`config.mk`:
```
export PLATFORM = sky130hd
export DESIGN_NAME = amwf_ctrl
export DESIGN_NICKNAME = d
export VERILOG_FILES = /design/src/design/amwf_pkg.sv /design/src/design/amwf_ctrl.sv
export SDC_FILE = /design/constraint.sdc
export NUM_CORES = 1
export LEC_CHECK = 0
export BUFFER_PORTS_ARGS = -buffer_cell sky130_fd_sc_hd__buf_2
export CELL_PAD_IN_SITES_DETAIL_PLACEMENT = 1
export CELL_PAD_IN_SITES_GLOBAL_PLACEMENT = 1
export CORE_MARGIN = 1.5
export CORE_UTILIZATION = 27
export CTS_BUF_LIST = sky130_fd_sc_hd__clkbuf_8 sky130_fd_sc_hd__clkbuf_16
export CTS_CLUSTER_SIZE = 10
export DETAILED_ROUTE_END_ITERATION = 6
export PLACE_DENSITY_LB_ADDON = 0.08
export SYNTH_ARGS = -nofsm -noshare
export SYNTH_HDL_FRONTEND = slang
export SYNTH_SLANG_ARGS = --single-unit
```
`constraint.sdc`:
```
create_clock -name clk -period 1.9 [get_ports clk]
set_clock_uncertainty 0.15 [all_clocks]
set_input_delay 0.57 -clock clk [delete_from_list [all_inputs] [get_ports clk]]
set_output_delay 0.57 -clock clk [all_outputs]
set_load 0.1 [all_outputs]
```
`src/design/amwf_pkg.sv`:
```
// ---------------------------------------------------------------------------
// amwf_pkg
// Shared types and constants for the adaptive MMSE window filter.
// ---------------------------------------------------------------------------
`default_nettype none

package amwf_pkg;

  // Default sizes
  localparam int DEF_MAX_HALF_WINDOW = 10;
  localparam int DEF_MAX_LINE_PIXELS = 2048;

  // Configuration register indexes
  localparam logic [1:0] CFG_HALF_WINDOW = 2'd0;
  localparam logic [1:0] CFG_NOISE_VAR   = 2'd1;
  localparam logic [1:0] CFG_IMG_WIDTH   = 2'd2;
  localparam logic [1:0] CFG_IMG_HEIGHT  = 2'd3;

  // Fixed widths (sized for the largest window, 21 x 21)
  localparam int HW_W  = 4;   // half window register
  localparam int TW_W  = 5;   // 2h and window counters
  localparam int N_W   = 9;   // pixels per window
  localparam int S_W   = 17;  // channel sum
  localparam int Q_W   = 25;  // channel sum of squares
  localparam int D_W   = 34;  // n*Q - S*S
  localparam int AR_W  = 48;  // signed working width of numerator/denominator

  typedef enum logic [3:0] {
    ST_IDLE,
    ST_SCAN,
    ST_DRAIN,
    ST_MUL,
    ST_SUB,
    ST_PROD,
    ST_NUM,
    ST_CHK,
    ST_DIV,
    ST_CH,
    ST_OUT
  } state_t;

  // Controller to datapath
  typedef struct packed {
    logic take;
    logic scan_rd;
    logic calc_mul;
    logic calc_sub;
    logic calc_prod;
    logic calc_num;
    logic div_chk;
    logic div_step;
    logic ch_adv;
    logic load_out;
  } cmd_t;

  // Datapath to controller
  typedef struct packed {
    logic produce;
    logic scan_last;
    logic div_last;
    logic ch_last;
    logic out_busy;
  } sts_t;

endpackage

`default_nettype wire

```
`src/design/amwf_ctrl.sv`:
```
// ---------------------------------------------------------------------------
// amwf_ctrl
// Sequencer: window scan, per-channel arithmetic steps, result hand-off.
// ---------------------------------------------------------------------------
`default_nettype none

module amwf_ctrl
  import amwf_pkg::*;
(
  input  wire  clk,
  input  wire  rst_n,
  input  wire  in_valid,
  output logic in_stall,
  input  sts_t sts,
  output cmd_t cmd
);

  state_t state_r, state_nxt;

  // state register
  always_ff @(posedge clk) begin
    if (!rst_n) begin
      state_r <= ST_IDLE;
    end else begin
      state_r <= state_nxt;
    end
  end

  // next state and commands
  always_comb begin
    state_nxt = state_r;
    cmd       = '0;
    in_stall  = 1'b1;
    case (state_r)
      ST_IDLE: begin
        in_stall = 1'b0;
        if (in_valid) begin
          cmd.take = 1'b1;
          if (sts.produce) state_nxt = ST_SCAN;
        end
      end
      ST_SCAN: begin
        cmd.scan_rd = 1'b1;
        if (sts.scan_last) state_nxt = ST_DRAIN;
      end
      ST_DRAIN: state_nxt = ST_MUL;
      ST_MUL: begin
        cmd.calc_mul = 1'b1;
        state_nxt    = ST_SUB;
      end
      ST_SUB: begin
        cmd.calc_sub = 1'b1;
        state_nxt    = ST_PROD;
      end
      ST_PROD: begin
        cmd.calc_prod = 1'b1;
        state_nxt     = ST_NUM;
      end
      ST_NUM: begin
        cmd.calc_num = 1'b1;
        state_nxt    = ST_CHK;
      end
      ST_CHK: begin
        cmd.div_chk = 1'b1;
        state_nxt   = ST_DIV;
      end
      ST_DIV: begin
        cmd.div_step = 1'b1;
        if (sts.div_last) state_nxt = ST_CH;
      end
      ST_CH: begin
        cmd.ch_adv = 1'b1;
        state_nxt  = sts.ch_last ? ST_OUT : ST_MUL;
      end
      ST_OUT: begin
        if (!sts.out_busy) begin
          cmd.load_out = 1'b1;
          state_nxt    = ST_IDLE;
        end
      end
      default: state_nxt = ST_IDLE;
    endcase
  end

endmodule

`default_nettype wire

```
==> results.sh, run 1 <==
export IMPL_place_inst=88
export IMPL_htreeDepth=1
export IMPL_clock_sinks=4
export IMPL_cts_root_buf="clkbuf_8"
export IMPL_cts_resized=10
export IMPL_cts_buffers=3
export IMPL_ys_ff_latch=4
export IMPL_syn_area_um2=353
export IMPL_stop_stage="clock tree synthesis (4_1_cts)"
export IMPL_avgSynthCellArea_um2=7.20
export IMPL_io_buffers=18
export IMPL_synth_nets=57
export IMPL_rows=12
export IMPL_num_io_pins=19
export IMPL_cts_max_path_buffers=2
export IMPL_ys_types=26
export IMPL_place_congestion=0.795
export IMPL_hpwl_mm=1.23
export IMPL_seq_area_frac_synth_pct=22.7
export IMPL_first_error="[ERROR DPL-0033] detailed placement checks failed during check placement."
export IMPL_synth_warning_count=0
export IMPL_status="aborted with a tool error"
export IMPL_cts_setup_buffers=5
export IMPL_hold_buffers=0
export IMPL_die_h_um=39.2
export IMPL_die_w_um=39.2
export IMPL_initial_core_util_pct=30.5
export IMPL_syn_inst=49
-- kinds of logic after synthesis --
group	share of synthesized area, %
multiplexers	3.19
AND/OR/NAND/NOR	47.2
AO/OA/AOI/OAI	18.8
XOR/XNOR	2.48
buffers and inverters	5.67
flip-flops	22.7
-- cells in the mapped netlist --
master     count  share of area [%]
o21ai_0        2                2.8
o31ai_1        1                2.1
nand3b_1       1                2.1
buf_2          1                1.4
nand2b_1       3                5.3
buf_1          1                1.1
o211ai_2       1                3.5
and2_1         1                1.8
a2bb2oi_1      1                2.5
o22ai_1        1                1.8
mux2_2         1                3.2
inv_1          1                1.1
dfxtp_1        4                 23
nor2b_1        3                5.3
nand2_1        5                5.3
nor3_1         5                7.1
nor3b_1        4                8.5
or2_2          1                1.8
a21boi_0       1                2.1
nor4b_1        1                2.5
xor2_1         1                2.5
nor2_1         4                4.3
clkbuf_1       2                2.1
or4_4          1                3.2
o31a_1         1                2.5
a21oi_1        1                1.4
-- metrics by stage --
stage	hold slack [ns]	setup slack [ns]	area, µm²
floorplan	0.476	-0.400	482
global placement	0.454	0.00168	791
detailed placement	0.504	-0.0371	791
==> inputs of run 2 (changes only) <==
==> config.mk (replaced) <==
export PLATFORM = sky130hd
export DESIGN_NAME = amwf_ctrl
export DESIGN_NICKNAME = d
export VERILOG_FILES = /design/src/design/amwf_pkg.sv /design/src/design/amwf_ctrl.sv
export SDC_FILE = /design/constraint.sdc
export NUM_CORES = 1
export LEC_CHECK = 0
export BUFFER_PORTS_ARGS = -buffer_cell sky130_fd_sc_hd__buf_2
export CORE_AREA = 2 2 63 65
export DETAILED_ROUTE_END_ITERATION = 6
export DIE_AREA = 0 0 65 67
export PLACE_DENSITY_LB_ADDON = 0.15
export SYNTH_ARGS = -nofsm -noshare
export SYNTH_HDL_FRONTEND = slang
export SYNTH_SLANG_ARGS = --single-unit
==> run 2 against run 1 <==
Against the previous run:
- the flow now finishes, with violations (setup timing)
- synthesized area unchanged
- synthesized cell count unchanged
==> results.sh, run 2 <==
export IMPL_drc_errors=0
export IMPL_hpwl_mm=1.08
export IMPL_num_vias=482
export IMPL_startpoint="state_r[1]"
export IMPL_routed_via_density=3.68
export IMPL_wirelength_mm=1.40
export IMPL_yosys_top_cells_count="5 x nand2_1, 5 x nor3_1, 4 x dfxtp_1, 4 x nor2_1, 4 x nor3b_1"
export IMPL_synth_ff_type="dfxtp_1"
export IMPL_maxCapViolCount=0
export IMPL_area_delta_synth_final_pct=180
export IMPL_place_inst=122
export IMPL_largest_register="state_r"
export IMPL_crit_family="simple AND/OR/NAND/NOR gates"
export IMPL_synth_warning_count=0
export IMPL_first_pass_iters=2
export IMPL_worstSetupPathType="reg2out"
export IMPL_fillers=389
export IMPL_syn_area_um2=353
export IMPL_final_cell_mix="11 x buf_4, 10 x buf_12, 7 x buf_2"
export IMPL_synth_nets=57
export IMPL_synth_edf_count=0
export IMPL_clk_latency_ns=0.22
export IMPL_ys_ff_latch=4
export IMPL_r2r_cells=5
export IMPL_worstMarginPinSlew_ns=0.314
export IMPL_syn_inst=49
export IMPL_start_kind="flip-flop"
export IMPL_fmax_mhz=472
export IMPL_path_buf_inv=1
export IMPL_design_die_area_um2=4360
export IMPL_hold_buffers=0
export IMPL_track_usage_pct=7.69
export IMPL_path_depth=3
export IMPL_core_area_um2=3610
export IMPL_final_common_cell="buf_4"
export IMPL_drtAntennaViolNets=0
export IMPL_cts_root_buf="clkbuf_8"
export IMPL_grt_start_max_net_pins=10
export IMPL_slew_viol_final=0
export IMPL_num_io_pins=19
export IMPL_cts_buffers=3
export IMPL_layout_setup_ws_ns=-0.219
export IMPL_cp_data_arrival_time_ns=1.40
export IMPL_avgSynthCellArea_um2=7.20
export IMPL_finalSetupViolations=11
export IMPL_rsz0062_at_grt="true"
export IMPL_rows=22
export IMPL_die_w_um=65
export IMPL_yosys_area_top_type="dfxtp_1"
export IMPL_placed_area_um2=833
export IMPL_p_leak_nw=0.369
export IMPL_num_antenna_cells=0
export IMPL_status="complete, but fails checks"
export IMPL_routedWlPerCell_um=10.7
export IMPL_slowest_delay_ns=0.57
export IMPL_regToRegStartpoint="state_r[1]"
export IMPL_powerDensity_nw_per_um2=433
export IMPL_violations="setup timing"
export IMPL_initial_core_util_pct=9.78
export IMPL_antenna_found_initial=0
export IMPL_cp_required_ns=1.18
export IMPL_seq_area_frac_synth_pct=22.7
export IMPL_drive_gt1_share_pct=74.7
export IMPL_period_minus_slack_ns=2.12
export IMPL_cts_tree="done"
export IMPL_place_congestion=0.709
export IMPL_crit_chain="or4_4, nor2_4, buf_12"
export IMPL_clkTransAtPathRegs_ns=0.04
export IMPL_crit_end="cmd[9]"
export IMPL_min_path_type="in2reg"
export IMPL_p_seq_share_pct=21.3
export IMPL_clock_sinks=4
export IMPL_async_flop_share_pct=0
export IMPL_pwr_share_comb_pct=35.4
export IMPL_slew_limit_headroom_pct=78.9
export IMPL_die_h_um=67
export IMPL_ys_types=26
export IMPL_largest_reg_flops=4
export IMPL_fin_area_um2=990
export IMPL_io_buffers=18
export IMPL_cts_max_path_buffers=2
export IMPL_end_kind="primary output"
export IMPL_yosys_area_top_type_share_pct=22.7
export IMPL_final_hold_viol_count=0
export IMPL_final_nets=93
export IMPL_crit_fanout=3
export IMPL_clkPwrFrac_pct=43.4
export IMPL_cpMaxStageDelayCell="or4_4"
export IMPL_p_sw_mw=0.147
export IMPL_r2r_end="state_r[3]"
export IMPL_grt_pass1_vias=520
export IMPL_grt_overflow=0
export IMPL_grt_pass1_wl_mm=2.48
export IMPL_totalPowerFinal_mw=0.429
export IMPL_largestRegisters="state_r x4"
export IMPL_rrSetupSlack_ns=0.34
export IMPL_finalNonFillerCells=131
export IMPL_switching_share_pct=34.3
export IMPL_drt_iter0_markers=10
export IMPL_internal_power_mw=0.282
export IMPL_synthTopCellsByArea="dfxtp_1 23%, nor3b_1 8.5%, nor3_1 7.1%"
export IMPL_max_vdd_ir_drop_uv=165
export IMPL_htreeDepth=1
export IMPL_fin_crit_sh_pct=112
-- run 2: cell counts after synthesis --
No cell type changed its count.
-- run 2: layer usage --
| layer | GRT usage [%] | vias to the layer above | share of wire [%] |
|---|---|---|---|
| li1 | - | 243 | - |
| met1 | 9.37 | 222 | 46 |
| met2 | 12.1 | 13 | 47 |
| met3 | 2.36 | 4 | 4.6 |
| met4 | 3.99 | 0 | 2.4 |
| met5 | 0 | - | 0 |
-- run 2: worst min-delay path by stage --
stage / startpoint / end / cells after the start
6_report: rst_n / state_r[3] / 2
5_1_grt: rst_n / state_r[3] / 2
4_1_cts: rst_n / state_r[3] / 2
3_5_place_dp: state_r[3] / state_r[2] / 2
3_3_place_gp: state_r[3] / state_r[2] / 2
2_1_floorplan: state_r[1] / state_r[0] / 3
-- run 2: worst register-to-register path, stage by stage (launching register included) --
cell and delay [ns]:
dfxtp_2 0.31, buf_4 0.14, buf_8 0.13, or2_2 0.29
a21boi_0 0.30, o31a_1 0.18
-- run 2: metrics by stage --
stage | util, % | setup slack (ns) | hold WS [ns] | setup TNS, ns
floorplan | - | -0.400 | 0.476 | -2.23
global placement | 23.1 | -0.0250 | 0.501 | -0.0487
detailed placement | 23.1 | -0.0345 | 0.515 | -0.0730
CTS | 26.3 | -0.223 | 0.477 | -1.14
global route | 27.4 | -0.253 | 0.486 | -1.58
finish | 27.4 | -0.219 | 0.482 | -1.06
-- run 2: area by class of cell --
| type | instances | area (µm²) | share of cell area [%] |
|---|---|---|---|
| clock buffer | 3 | 41.3 | 4.17 |
| inverter | 1 | 3.75 | 0.379 |
| tap | 48 | 60.1 | 6.07 |
| timing repair buffer | 35 | 400 | 40.5 |
| multi-input combinational | 40 | 394 | 39.8 |
| sequential | 4 | 90.1 | 9.10 |
-- run 2: power groups by stage --
stage	clock network, mW	logic, mW	registers, mW
floorplan	0	0.0961	0.0917
global placement	0	0.139	0.0929
detailed placement	0	0.139	0.0928
CTS	0.191	0.143	0.0929
global route	0.200	0.160	0.0915
finish	0.186	0.152	0.0912
-- run 2: logic make-up after synthesis --
kind of cell    after synthesis  share of synthesized area (%)
compound gates                9                           18.8
xor+xnor                      1                           2.48
flops                         4                           22.7
simple gates                 29                           47.2
mux                           1                           3.19
buf+inv                       5                           5.67
-- run 2: timing repair --
item / CTS / global route
pin swaps: 11 / 5
resized for setup: 15 / 6
setup endpoints to repair: 11 / 11
buffers inserted: 3 / 3
Power figures use the tool's default switching activity.
==> inputs of run 3 (changes only) <==
==> constraint.sdc (replaced) <==
create_clock -name clk -period 2 [get_ports clk]
set_clock_uncertainty 0.15 [all_clocks]
set_input_delay 0.6 -clock clk [delete_from_list [all_inputs] [get_ports clk]]
set_output_delay 0.6 -clock clk [all_outputs]
set_load 0.1 [all_outputs]
==> run 3 against run 2 <==
Against the previous run:
- the run still ends with setup timing left
- via count fell by 2.1%
- hold slack got worse by 0.066 ns
- clock power is 8% lower
- register-to-register slack improved by 0.14 ns
- sequential share of layout area is 0.21 points lower
- highest routed layer unchanged
- largest power group unchanged
- global-route usage decreased by 0.36 points
- design area is 0.51% lower
- combinational power down 5%
==> results.sh, run 3 (same netlist as run 2, synthesis figures left out) <==
export IMPL_status="complete, but fails checks"
export IMPL_violations="setup timing"
export IMPL_grt_start_max_net_pins=16
export IMPL_antenna_found_initial=0
export IMPL_design_die_area_um2=4360
export IMPL_final_common_cell="buf_12"
export IMPL_cts_buffers=3
export IMPL_wirelength_mm=1.38
export IMPL_slew_viol_final=0
export IMPL_initial_core_util_pct=9.78
export IMPL_crit_fanout=3
export IMPL_cts_root_buf="clkbuf_8"
export IMPL_start_kind="flip-flop"
export IMPL_place_inst=121
export IMPL_worstMarginPinSlew_ns=0.324
export IMPL_fin_area_um2=985
export IMPL_drc_errors=0
export IMPL_track_usage_pct=7.33
export IMPL_totalPowerFinal_mw=0.405
export IMPL_cp_required_ns=1.25
export IMPL_layout_setup_ws_ns=-0.164
export IMPL_final_hold_viol_count=0
export IMPL_num_antenna_cells=0
export IMPL_grt_overflow=0
export IMPL_rsz0062_at_grt="true"
export IMPL_cts_max_path_buffers=2
export IMPL_max_vdd_ir_drop_uv=177
export IMPL_finalNonFillerCells=128
export IMPL_io_buffers=18
export IMPL_die_w_um=65
export IMPL_largest_register="state_r"
export IMPL_htreeDepth=1
export IMPL_num_io_pins=19
export IMPL_grt_pass1_wl_mm=2.35
export IMPL_fmax_mhz=462
export IMPL_final_nets=90
export IMPL_first_pass_iters=4
export IMPL_worstSetupPathType="reg2out"
export IMPL_min_path_type="reg2reg"
export IMPL_routedWlPerCell_um=10.8
export IMPL_fin_crit_sh_pct=108
export IMPL_hold_buffers=0
export IMPL_p_leak_nw=0.340
export IMPL_core_area_um2=3610
export IMPL_largestRegisters="state_r x4"
export IMPL_cts_tree="done"
export IMPL_cp_data_arrival_time_ns=1.41
export IMPL_largest_reg_flops=4
export IMPL_powerDensity_nw_per_um2=411
export IMPL_clk_latency_ns=0.22
export IMPL_drtAntennaViolNets=0
export IMPL_clkTransAtPathRegs_ns=0.03
export IMPL_end_kind="primary output"
export IMPL_drt_iter0_markers=7
export IMPL_finalSetupViolations=7
export IMPL_maxCapViolCount=0
export IMPL_placed_area_um2=851
export IMPL_final_cell_mix="13 x buf_12, 11 x buf_4, 7 x buf_2"
export IMPL_clock_sinks=4
export IMPL_routed_via_density=3.69
export IMPL_num_vias=472
export IMPL_period_minus_slack_ns=2.16
export IMPL_area_delta_synth_final_pct=179
export IMPL_place_congestion=0.707
export IMPL_die_h_um=67
export IMPL_rows=22
export IMPL_holdPathStages=2
export IMPL_hpwl_mm=1.04
export IMPL_grt_pass1_vias=490
export IMPL_drive_gt1_share_pct=73.8
export IMPL_slew_limit_headroom_pct=78.2
export IMPL_r2r_cells=4
## run 3: per-layer routing
| layer | GRT usage, % | part of all wire, % | vias to the layer above |
|---|---|---|---|
| met5 | 0 | 0 | - |
| met3 | 2.36 | 6.0 | 4 |
| met2 | 12.0 | 49 | 14 |
| li1 | - | - | 235 |
| met4 | 3.99 | 2.0 | 0 |
| met1 | 8.46 | 43 | 219 |
## run 3: metrics by stage
step	setup TNS [ns]	worst slack, ns	hold WS, ns	util, %
finish	-0.408	-0.164	0.417	27.3
global route	-0.800	-0.202	0.444	27.3
CTS	-0.475	-0.169	0.405	27.1
detailed placement	0	0.0292	0.438	23.6
global placement	0	0.0397	0.429	23.6
floorplan	-1.73	-0.330	0.476	-
## run 3: final cells by class
type,count,area (µm²)
fillers,385,2620
inverters,1,3.75
well taps,48,60.1
repair buffers,32,389
multi-input cells,40,403
clock buffers,3,41.3
flip-flops and latches,4,87.6
## run 3: final timing paths
path / endpoint / startpoint / slack (ns)
worst max register to register: state_r[3] / state_r[1] / 0.48
worst min register to register: state_r[2] / state_r[3] / 0.42
worst max-delay path: cmd[9] / state_r[2] / -0.16
worst min-delay path: state_r[2] / state_r[3] / 0.42
## run 3: worst max-delay path: stages (launching register included)
cell     delay (ns)
dfxtp_2        0.32
or4_4          0.56
nor2_4         0.12
buf_12         0.18
## run 3: power by group
part	internal, mW	leakage (nW)	switching, mW
clock network	0.128	0.0216	0.0425
logic	0.0584	0.283	0.0863
registers	0.0832	0.0346	0.00623
## run 3: repair_timing
| item | in CTS | in global routing |
|---|---|---|
| cloned | 0 | 0 |
| setup endpoints to repair | 10 | 10 |
| pin swaps | 10 | 3 |
| setup buffers | 4 | 1 |
| resized for setup | 17 | 0 |
